--- config.mk ---
export PLATFORM = sky130hd
export DESIGN_NAME = integer_matrix_multiply
export DESIGN_NICKNAME = d
export VERILOG_FILES = /design/src/hw/rtl/imm_pkg.sv /design/src/hw/rtl/imm_ram.sv /design/src/hw/rtl/imm_mac.sv /design/src/hw/rtl/integer_matrix_multiply.sv
export SDC_FILE = /design/constraint.sdc
export NUM_CORES = 2
export LEC_CHECK = 0
export BUFFER_PORTS_ARGS = -buffer_cell sky130_fd_sc_hd__buf_2
export CORE_MARGIN = 2
export CORE_UTILIZATION = 63
export DETAILED_ROUTE_END_ITERATION = 8
export PLACE_DENSITY_LB_ADDON = 0.1
export SLEW_MARGIN = 20
export SYNTH_ARGS = -nofsm -noshare
export SYNTH_HDL_FRONTEND = slang
export SYNTH_HIERARCHICAL = 1
export SYNTH_SLANG_ARGS = --single-unit
--- constraint.sdc ---
create_clock -name clk -period 7.9 [get_ports clk]
set_input_delay 0.79 -clock clk [delete_from_list [all_inputs] [get_ports clk]]
set_output_delay 0.79 -clock clk [all_outputs]
set_load 0.005 [all_outputs]
--- src/hw/rtl/imm_pkg.sv ---
`default_nettype none

package imm_pkg;

	localparam int ELEM_W     = 16;
	localparam int MUL_W      = 32;
	localparam int PROD_W     = 35;
	localparam int IDX_W      = 3;
	localparam int DIM_W      = 4;
	localparam int CNT_W      = 7;
	localparam int CFG_IDX_W  = 2;
	localparam int OUT_DEPTH  = 4;
	localparam int OUT_PTR_W  = 2;

	localparam logic [CFG_IDX_W-1:0] REG_ROWS_A    = 2'd0;
	localparam logic [CFG_IDX_W-1:0] REG_INNER_LEN = 2'd1;
	localparam logic [CFG_IDX_W-1:0] REG_COLS_B    = 2'd2;

	localparam logic FUNC_LOAD_A = 1'b0;
	localparam logic FUNC_LOAD_B = 1'b1;

	localparam logic [DIM_W-1:0] DIM_RESET = 4'd8;

	typedef struct packed {
		logic [DIM_W-1:0] rows;
		logic [DIM_W-1:0] inner;
		logic [DIM_W-1:0] cols;
	} dims_t;

	typedef struct packed {
		logic [PROD_W-1:0] product;
		logic [IDX_W-1:0]  row;
		logic [IDX_W-1:0]  col;
		logic              last;
	} result_t;

	typedef struct packed {
		logic run;
		logic busy;
	} mac_status_t;

	function automatic logic [DIM_W-1:0] eff_dim(input logic [DIM_W-1:0] v,
		input logic [DIM_W-1:0] max_dim);
		logic [DIM_W-1:0] r;
		r = v;
		if (v == '0) begin
			r = DIM_W'(1);
		end else if (v > max_dim) begin
			r = max_dim;
		end
		return r;
	endfunction

endpackage

`default_nettype wire

--- src/hw/rtl/imm_ram.sv ---
`default_nettype none

module imm_ram #(
	parameter int WIDTH = 16,
	parameter int DEPTH = 64,
	localparam int AW = (DEPTH > 1) ? $clog2(DEPTH) : 1
) (
	input  wire logic             clk,
	input  wire logic             we,
	input  wire logic [AW-1:0]    waddr,
	input  wire logic [WIDTH-1:0] wdata,
	input  wire logic             re,
	input  wire logic [AW-1:0]    raddr,
	output logic      [WIDTH-1:0] rdata
);

	logic [WIDTH-1:0] mem_q [DEPTH];
	logic [WIDTH-1:0] rdata_q;

	always_ff @(posedge clk) begin
		if (we) begin
			mem_q[waddr] <= wdata;
		end
		if (re) begin
			rdata_q <= mem_q[raddr];
		end
	end

	assign rdata = rdata_q;

endmodule

`default_nettype wire

--- src/hw/rtl/imm_mac.sv ---
`default_nettype none

module imm_mac #(
	parameter int AW = 6
) (
	input  wire logic                        clk,
	input  wire logic                        arst_n,
	input  wire logic                        start,
	input  wire imm_pkg::dims_t              dims,
	output imm_pkg::mac_status_t             status,
	output logic                             rd_en,
	output logic [AW-1:0]                    a_raddr,
	output logic [AW-1:0]                    b_raddr,
	input  wire logic [imm_pkg::ELEM_W-1:0]  a_rdata,
	input  wire logic [imm_pkg::ELEM_W-1:0]  b_rdata,
	output logic                             out_valid,
	input  wire logic                        out_stall,
	output imm_pkg::result_t                 result
);

	import imm_pkg::*;

	logic              run_q;
	logic [IDX_W-1:0]  i_q, j_q, k_q;
	logic [AW-1:0]     row_base_q, a_addr_q, b_addr_q;
	logic              last_i, last_j, last_k;
	logic              issue, reserve, push, pop;

	logic              valid_s1, first_s1, last_s1, end_s1;
	logic [IDX_W-1:0]  row_s1, col_s1;
	logic              valid_s2, first_s2, last_s2, end_s2;
	logic [IDX_W-1:0]  row_s2, col_s2;
	logic signed [MUL_W-1:0]  prod_s2;
	logic signed [PROD_W-1:0] acc_q, acc_next;

	result_t           fifo_q [OUT_DEPTH];
	logic [OUT_PTR_W-1:0] wr_ptr_q, rd_ptr_q;
	logic [OUT_PTR_W:0]   fill_q, cnt_q;

	assign last_i = DIM_W'(i_q) == dims.rows - DIM_W'(1);
	assign last_j = DIM_W'(j_q) == dims.cols - DIM_W'(1);
	assign last_k = DIM_W'(k_q) == dims.inner - DIM_W'(1);

	assign issue   = run_q && (k_q != '0 || cnt_q < (OUT_PTR_W + 1)'(OUT_DEPTH));
	assign reserve = issue && k_q == '0;
	assign pop     = out_valid && !out_stall;
	assign push    = valid_s2 && last_s2;

	assign rd_en   = issue;
	assign a_raddr = a_addr_q;
	assign b_raddr = b_addr_q;

	always_ff @(posedge clk or negedge arst_n) begin
		if (!arst_n) begin
			run_q      <= 1'b0;
			i_q        <= '0;
			j_q        <= '0;
			k_q        <= '0;
			row_base_q <= '0;
			a_addr_q   <= '0;
			b_addr_q   <= '0;
		end else if (start) begin
			run_q      <= 1'b1;
			i_q        <= '0;
			j_q        <= '0;
			k_q        <= '0;
			row_base_q <= '0;
			a_addr_q   <= '0;
			b_addr_q   <= '0;
		end else if (issue) begin
			if (last_k) begin
				k_q <= '0;
				if (last_j) begin
					j_q      <= '0;
					b_addr_q <= '0;
					if (last_i) begin
						run_q <= 1'b0;
					end else begin
						i_q        <= i_q + IDX_W'(1);
						row_base_q <= row_base_q + AW'(dims.inner);
						a_addr_q   <= row_base_q + AW'(dims.inner);
					end
				end else begin
					j_q      <= j_q + IDX_W'(1);
					a_addr_q <= row_base_q;
					b_addr_q <= AW'(j_q) + AW'(1);
				end
			end else begin
				k_q      <= k_q + IDX_W'(1);
				a_addr_q <= a_addr_q + AW'(1);
				b_addr_q <= b_addr_q + AW'(dims.cols);
			end
		end
	end

	always_ff @(posedge clk or negedge arst_n) begin
		if (!arst_n) begin
			valid_s1 <= 1'b0;
			first_s1 <= 1'b0;
			last_s1  <= 1'b0;
			end_s1   <= 1'b0;
			valid_s2 <= 1'b0;
			first_s2 <= 1'b0;
			last_s2  <= 1'b0;
			end_s2   <= 1'b0;
		end else begin
			valid_s1 <= issue;
			first_s1 <= k_q == '0;
			last_s1  <= last_k;
			end_s1   <= last_k && last_j && last_i;
			valid_s2 <= valid_s1;
			first_s2 <= first_s1;
			last_s2  <= last_s1;
			end_s2   <= end_s1;
		end
	end

	always_ff @(posedge clk) begin
		row_s1  <= i_q;
		col_s1  <= j_q;
		row_s2  <= row_s1;
		col_s2  <= col_s1;
		prod_s2 <= $signed(a_rdata) * $signed(b_rdata);
	end

	assign acc_next = first_s2 ? PROD_W'(prod_s2) : acc_q + PROD_W'(prod_s2);

	always_ff @(posedge clk) begin
		if (valid_s2) begin
			acc_q <= acc_next;
		end
		if (push) begin
			fifo_q[wr_ptr_q] <= '{product: acc_next, row: row_s2, col: col_s2,
				last: end_s2};
		end
	end

	always_ff @(posedge clk or negedge arst_n) begin
		if (!arst_n) begin
			wr_ptr_q <= '0;
			rd_ptr_q <= '0;
			fill_q   <= '0;
			cnt_q    <= '0;
		end else begin
			if (push) begin
				wr_ptr_q <= wr_ptr_q + OUT_PTR_W'(1);
			end
			if (pop) begin
				rd_ptr_q <= rd_ptr_q + OUT_PTR_W'(1);
			end
			fill_q <= fill_q + (OUT_PTR_W + 1)'(push) - (OUT_PTR_W + 1)'(pop);
			cnt_q  <= cnt_q + (OUT_PTR_W + 1)'(reserve) - (OUT_PTR_W + 1)'(pop);
		end
	end

	assign out_valid   = fill_q != '0;
	assign result      = fifo_q[rd_ptr_q];
	assign status.run  = run_q;
	assign status.busy = run_q || cnt_q != '0;

	a_cnt_bound: assert property (@(posedge clk) disable iff (!arst_n)
		cnt_q <= (OUT_PTR_W + 1)'(OUT_DEPTH))
		else $error("result slots over-reserved");

	a_fill_le_cnt: assert property (@(posedge clk) disable iff (!arst_n)
		fill_q <= cnt_q)
		else $error("more results queued than reserved");

	a_no_overflow: assert property (@(posedge clk) disable iff (!arst_n)
		push |-> (fill_q < (OUT_PTR_W + 1)'(OUT_DEPTH) || pop))
		else $error("result queue overflow");

	a_run_ends_with_last: assert property (@(posedge clk) disable iff (!arst_n)
		(issue && last_k && last_j && last_i) |-> ##2 (push && end_s2))
		else $error("final product not marked");

endmodule

`default_nettype wire

--- src/hw/rtl/integer_matrix_multiply.sv ---
// Integer matrix multiplier, P = A x B.
// Input words carry func and element. Elements of A (func low) and then of B
// (func high) are written in row-major order into two memories with one write
// port and one read port each, one word per cycle while in_stall is low. Words
// beyond a matrix's size are dropped.
// The word that completes B starts the product run; the input stalls for the
// whole run. One multiply-accumulate unit walks rows, columns and the inner
// index; each term passes the memory read register and the product register
// before it is added to the sum, and a finished sum is written into the queue.
// Product words leave through a four-entry queue in row-major order, the last
// one with last_out set. A stall on the output holds the queue; once all four
// entries are reserved, the accumulate unit waits before it starts a new word.
// Configuration writes are accepted only while no run and no result is
// pending. A write to a size register clears both load counters. A value of
// zero acts as one and a value above MAX_DIM acts as MAX_DIM.
// Reset sets all three sizes to eight and clears the counters and the queue.
// Memory contents are not cleared.
`default_nettype none

module integer_matrix_multiply #(
	parameter int MAX_DIM = 8
) (
	input  wire logic                           clk,
	input  wire logic                           arst_n,
	input  wire logic                           in_valid,
	output logic                                in_stall,
	input  wire logic                           func,
	input  wire logic [imm_pkg::ELEM_W-1:0]     element,
	output logic                                out_valid,
	input  wire logic                           out_stall,
	output logic [imm_pkg::PROD_W-1:0]          product,
	output logic [imm_pkg::IDX_W-1:0]           out_row,
	output logic [imm_pkg::IDX_W-1:0]           out_col,
	output logic                                last_out,
	input  wire logic                           cfg_valid,
	output logic                                cfg_ready,
	input  wire logic [imm_pkg::CFG_IDX_W-1:0]  cfg_index,
	input  wire logic [imm_pkg::DIM_W-1:0]      cfg_data
);

	import imm_pkg::*;

	localparam int DEPTH = MAX_DIM * MAX_DIM;
	localparam int AW    = (DEPTH > 1) ? $clog2(DEPTH) : 1;

	logic [DIM_W-1:0]  rows_q, inner_q, cols_q;
	logic [CNT_W-1:0]  count_a_q, count_b_q;
	logic [CNT_W-1:0]  size_a, size_b;
	dims_t             dims;
	mac_status_t       status;
	result_t           result;
	logic              cfg_wr, in_acc, load_a, load_b, b_done;
	logic              rd_en;
	logic [AW-1:0]     a_raddr, b_raddr;
	logic [ELEM_W-1:0] a_rdata, b_rdata;

	assign cfg_ready = !status.busy;
	assign cfg_wr    = cfg_valid && cfg_ready;
	assign in_stall  = status.run;
	assign in_acc    = in_valid && !in_stall;

	always_ff @(posedge clk or negedge arst_n) begin
		if (!arst_n) begin
			rows_q  <= DIM_RESET;
			inner_q <= DIM_RESET;
			cols_q  <= DIM_RESET;
		end else if (cfg_wr) begin
			case (cfg_index)
				REG_ROWS_A:    rows_q  <= cfg_data;
				REG_INNER_LEN: inner_q <= cfg_data;
				REG_COLS_B:    cols_q  <= cfg_data;
				default: ;
			endcase
		end
	end

	assign dims.rows  = eff_dim(rows_q, DIM_W'(MAX_DIM));
	assign dims.inner = eff_dim(inner_q, DIM_W'(MAX_DIM));
	assign dims.cols  = eff_dim(cols_q, DIM_W'(MAX_DIM));

	assign size_a = CNT_W'(dims.rows) * CNT_W'(dims.inner);
	assign size_b = CNT_W'(dims.inner) * CNT_W'(dims.cols);

	assign load_a = in_acc && func == FUNC_LOAD_A && count_a_q < size_a;
	assign load_b = in_acc && func == FUNC_LOAD_B && count_b_q < size_b;
	assign b_done = load_b && count_b_q + CNT_W'(1) == size_b;

	always_ff @(posedge clk or negedge arst_n) begin
		if (!arst_n) begin
			count_a_q <= '0;
			count_b_q <= '0;
		end else if (cfg_wr && cfg_index <= REG_COLS_B) begin
			count_a_q <= '0;
			count_b_q <= '0;
		end else if (b_done) begin
			count_a_q <= '0;
			count_b_q <= '0;
		end else begin
			if (load_a) begin
				count_a_q <= count_a_q + CNT_W'(1);
			end
			if (load_b) begin
				count_b_q <= count_b_q + CNT_W'(1);
			end
		end
	end

	imm_ram #(.WIDTH(ELEM_W), .DEPTH(DEPTH)) u_store_a (
		.clk   (clk),
		.we    (load_a),
		.waddr (count_a_q[AW-1:0]),
		.wdata (element),
		.re    (rd_en),
		.raddr (a_raddr),
		.rdata (a_rdata)
	);

	imm_ram #(.WIDTH(ELEM_W), .DEPTH(DEPTH)) u_store_b (
		.clk   (clk),
		.we    (load_b),
		.waddr (count_b_q[AW-1:0]),
		.wdata (element),
		.re    (rd_en),
		.raddr (b_raddr),
		.rdata (b_rdata)
	);

	imm_mac #(.AW(AW)) u_mac (
		.clk       (clk),
		.arst_n    (arst_n),
		.start     (b_done),
		.dims      (dims),
		.status    (status),
		.rd_en     (rd_en),
		.a_raddr   (a_raddr),
		.b_raddr   (b_raddr),
		.a_rdata   (a_rdata),
		.b_rdata   (b_rdata),
		.out_valid (out_valid),
		.out_stall (out_stall),
		.result    (result)
	);

	assign product  = result.product;
	assign out_row  = result.row;
	assign out_col  = result.col;
	assign last_out = result.last;

endmodule

`default_nettype wire

==> impl_metrics.env <==
export IMPL_status="completed"
export IMPL_pre_cts_slack_ns=1.16
export IMPL_pin_count=73
export IMPL_gp_congestion=0.880
export IMPL_dr_first_iter_drc_count=5900
export IMPL_rsz0062_at_grt="no"
export IMPL_top_usage_layer="met2"
export IMPL_ctsLongestPathBuffers=3
export IMPL_clock_sinks=2399
export IMPL_finalHoldViolCount=0
export IMPL_routed_via_count=54300
export IMPL_track_usage_pct=28.4
export IMPL_port_buffers=72
export IMPL_drive_gt1_share_pct=19.1
export IMPL_synth_cell_types=97
export IMPL_yosysTopAreaCellShare_pct=64.8
export IMPL_grt_pass1_wl_mm=355
export IMPL_cap_violations=0
export IMPL_grt_antenna_before_repair=7
export IMPL_die_area_um2=171000
export IMPL_path_clk_slew_ns=0.06
export IMPL_cp_data_required_time_ns=8.47
export IMPL_drc_errors=0
export IMPL_r2r_end="u_store_b/mem_q[26][13]"
export IMPL_fin_crit_sh_pct=86.3
export IMPL_core_um2=167000
export IMPL_yosys_top_cells_area="edfxtp_1 (65%), mux4_2 (10%), fa_1 (5.2%), ha_1 (2.1%), mux2i_1 (1.7%)"
export IMPL_crit_fanout=11
export IMPL_synth_ff_latch_count=2399
export IMPL_ant_nets=0
export IMPL_hp_start="cfg_data[3]"
export IMPL_clock_latency_ns=0.88
export IMPL_period_needed_ns=6.82
export IMPL_grt_max_degree=102
export IMPL_critical_path_class="flop to flop"
export IMPL_synth_area_um2=106000
export IMPL_min_path_type="input pin to flop"
export IMPL_reg2reg_from="inner_q[3]"
export IMPL_start_util_pct=63.4
export IMPL_cts_root_buf="clkbuf_16"
export IMPL_use_met1_pct=41.4
export IMPL_cp_end_kind="flop"
export IMPL_post_dp_hpwl_mm=148
export IMPL_cts_htree_levels=4
export IMPL_cp_start_kind="flop"
export IMPL_vias_per_cell=6.35
export IMPL_skew_ns=0.0546
export IMPL_synth_seq_area_share_pct=67.4
export IMPL_netlist_instances=5928
export IMPL_area_delta_synth_final_pct=9.91
export IMPL_synth_net_count=6406
export IMPL_whs_endpoint="inner_q[3]"
export IMPL_grt_overflow=0
export IMPL_cp_arrival_ns=7.38
export IMPL_die_y_um=414
export IMPL_synth_avg_cell_area_um2=17.8
export IMPL_slew_headroom_pct=17.6
export IMPL_yosys_warnings=6
export IMPL_maxSlewViolCount=0
export IMPL_reg2reg_depth=20
export IMPL_cts_resized=0
export IMPL_wirelength_mm=239
export IMPL_setup_viol=0
export IMPL_gr_usage_met2_pct=45.0
export IMPL_hold_ws_ns=0.263
export IMPL_cts_tree="built"
export IMPL_synth_edf_count=2283
export IMPL_max_freq_mhz=147
export IMPL_met3_usage_pct=4.93
export IMPL_setup_ws_ns=1.08
export IMPL_whs_path_depth=3
export IMPL_nets=6632
export IMPL_wire_per_inst_um=27.9
export IMPL_final_setup_tns_ns=0
export IMPL_tightest_slew_ns=1.23
export IMPL_cts_buffers_inserted=227
export IMPL_die_x_um=414
export IMPL_num_rows=150
export IMPL_drt_first_pass_iters=6
export IMPL_r2r_setup_slack_ns=1.08
export IMPL_ys_flop_type="edfxtp_1"
export IMPL_async_flop_share_pct=3.00
export IMPL_synth_top_area_cell="edfxtp_1"
export IMPL_grt_pass1_vias=54900
## area by class of cell
cell class                 instances  area (um^2)
antenna                            8         20.0
sequential                      2399        71300
clock buffer                     288         5990
inverter                         390         1460
timing repair buffer             267         1970
multi-input combinational       2869        31300
clock inverter                   129         1390
fill                           10500        50600
tap                             2204         2760
## Yosys cell counts (33+ instances only)
master,number
mux4_2,482
buf_2,77
nor2_1,219
a21oi_1,104
a22oi_1,78
nand4_1,35
inv_1,387
xor2_1,38
mux2_2,67
buf_6,36
fa_1,275
xnor2_1,74
nor2b_1,68
nand2_1,344
o21ai_0,78
nand3_1,66
dfrtp_1,69
mux2i_1,177
a221oi_1,33
edfxtp_1,2283
clkbuf_1,100
ha_1,175
and2_1,131
dfxtp_1,44
## state kept, by name, indices dropped and copies added (netlist names), 6 cells and up
name and flops:
u_mac/row_base_q 6, u_mac/prod_s2 32, count_a_q 7, u_mac/acc_q 35, u_store_b/rdata 16, u_mac/b_raddr 6
u_store_b/mem_q 1024, u_store_a/mem_q 1024, u_mac/a_raddr 6, u_store_a/rdata 16, u_mac/fifo_q 168, count_b_q 7
## stage by stage
stage / cell area, um^2 / instances / utilization, %
after floorplan: 106000 / 5928 / -
after global placement: 109000 / 8128 / 65.2
after detailed placement: 109000 / 8128 / 65.2
after CTS: 116000 / 8546 / 69.6
after global routing: 116000 / 8546 / 69.6
final: 116000 / 8554 / 69.6
## placed cells by master, fill, tap and decap left out, types with 35 or more instances in the layout
| master | count |
|---|---|
| nand4_1 | 35 |
| dfxtp_1 | 44 |
| nor2b_1 | 66 |
| and2_1 | 131 |
| dfrtp_1 | 57 |
| edfxtp_1 | 2283 |
| clkbuf_16 | 227 |
| mux2_2 | 67 |
| inv_1 | 387 |
| o21ai_0 | 78 |
| buf_4 | 203 |
| a21oi_1 | 104 |
| mux4_2 | 482 |
| xnor2_1 | 74 |
| nand3_1 | 66 |
| nor2_1 | 218 |
| clkinv_1 | 51 |
| fa_1 | 275 |
| mux2i_1 | 177 |
| ha_1 | 175 |
| nand2_1 | 344 |
| clkbuf_1 | 53 |
| buf_2 | 55 |
| xor2_1 | 38 |
| a22oi_1 | 78 |
## what timing repair did
action                    4_1_cts  5_1_grt
buffers inserted                0        0
hold buffers                    1        0
hold endpoints to repair        5        0
## per-layer routing
layer | share of wire, % | routed length (um)
met1 | 41 | 98700
met3 | 7.8 | 18700
met5 | 0.011 | 27
met2 | 48 | 115000
met4 | 2.8 | 6660
## cell families (layout without fill, tap and decap cells)
group	count (synthesis)	in the layout	synth area share (%)
AND/OR/NAND/NOR	1021	1021	4.74
adder cells (fa/ha/maj)	450	450	7.28
XOR/XNOR	113	113	0.949
multiplexers	734	734	12.9
flip-flops	2399	2399	67.4
buffers and inverters	660	1074	3.02
other	0	8	0
AO/OA/AOI/OAI	551	551	3.77
## worst max-delay path by stage
| stage | startpoint | endpoint | slack [ns] | depth (start not counted) |
|---|---|---|---|---|
| floorplan | u_store_a/rdata[15] | u_mac/prod_s2[29] | 1.72 | 20 |
| global placement | u_store_a/rdata[15] | u_mac/prod_s2[29] | 1.39 | 19 |
| detailed placement | inner_q[3] | u_store_b/mem_q[26][2] | 1.16 | 20 |
| CTS | inner_q[3] | u_store_b/mem_q[26][13] | 1.13 | 20 |
| global route | inner_q[3] | u_store_b/mem_q[26][13] | 0.63 | 20 |
| finish | inner_q[3] | u_store_b/mem_q[26][13] | 1.08 | 20 |
## worst max-delay path: stages (launching register included)
cell and delay (ns):
dfstp_2 0.59, clkinv_1 0.26, o21ai_1 0.36, inv_1 0.22
nand2_1 0.13, fa_1 0.42, inv_1 0.10, fa_1 0.45
fa_1 0.42, a21o_1 0.17, a21oi_1 0.17, xnor2_1 0.23
ha_1 0.34, a21oi_1 0.14, o21ai_0 0.20, or2_2 0.40
inv_1 0.33, nor2b_1 0.31, nand2_1 0.32, nor2_1 0.64
buf_4 0.30
Power is not shown: default switching activity piles up to over one toggle a cycle in this logic, so the estimate is an artifact.
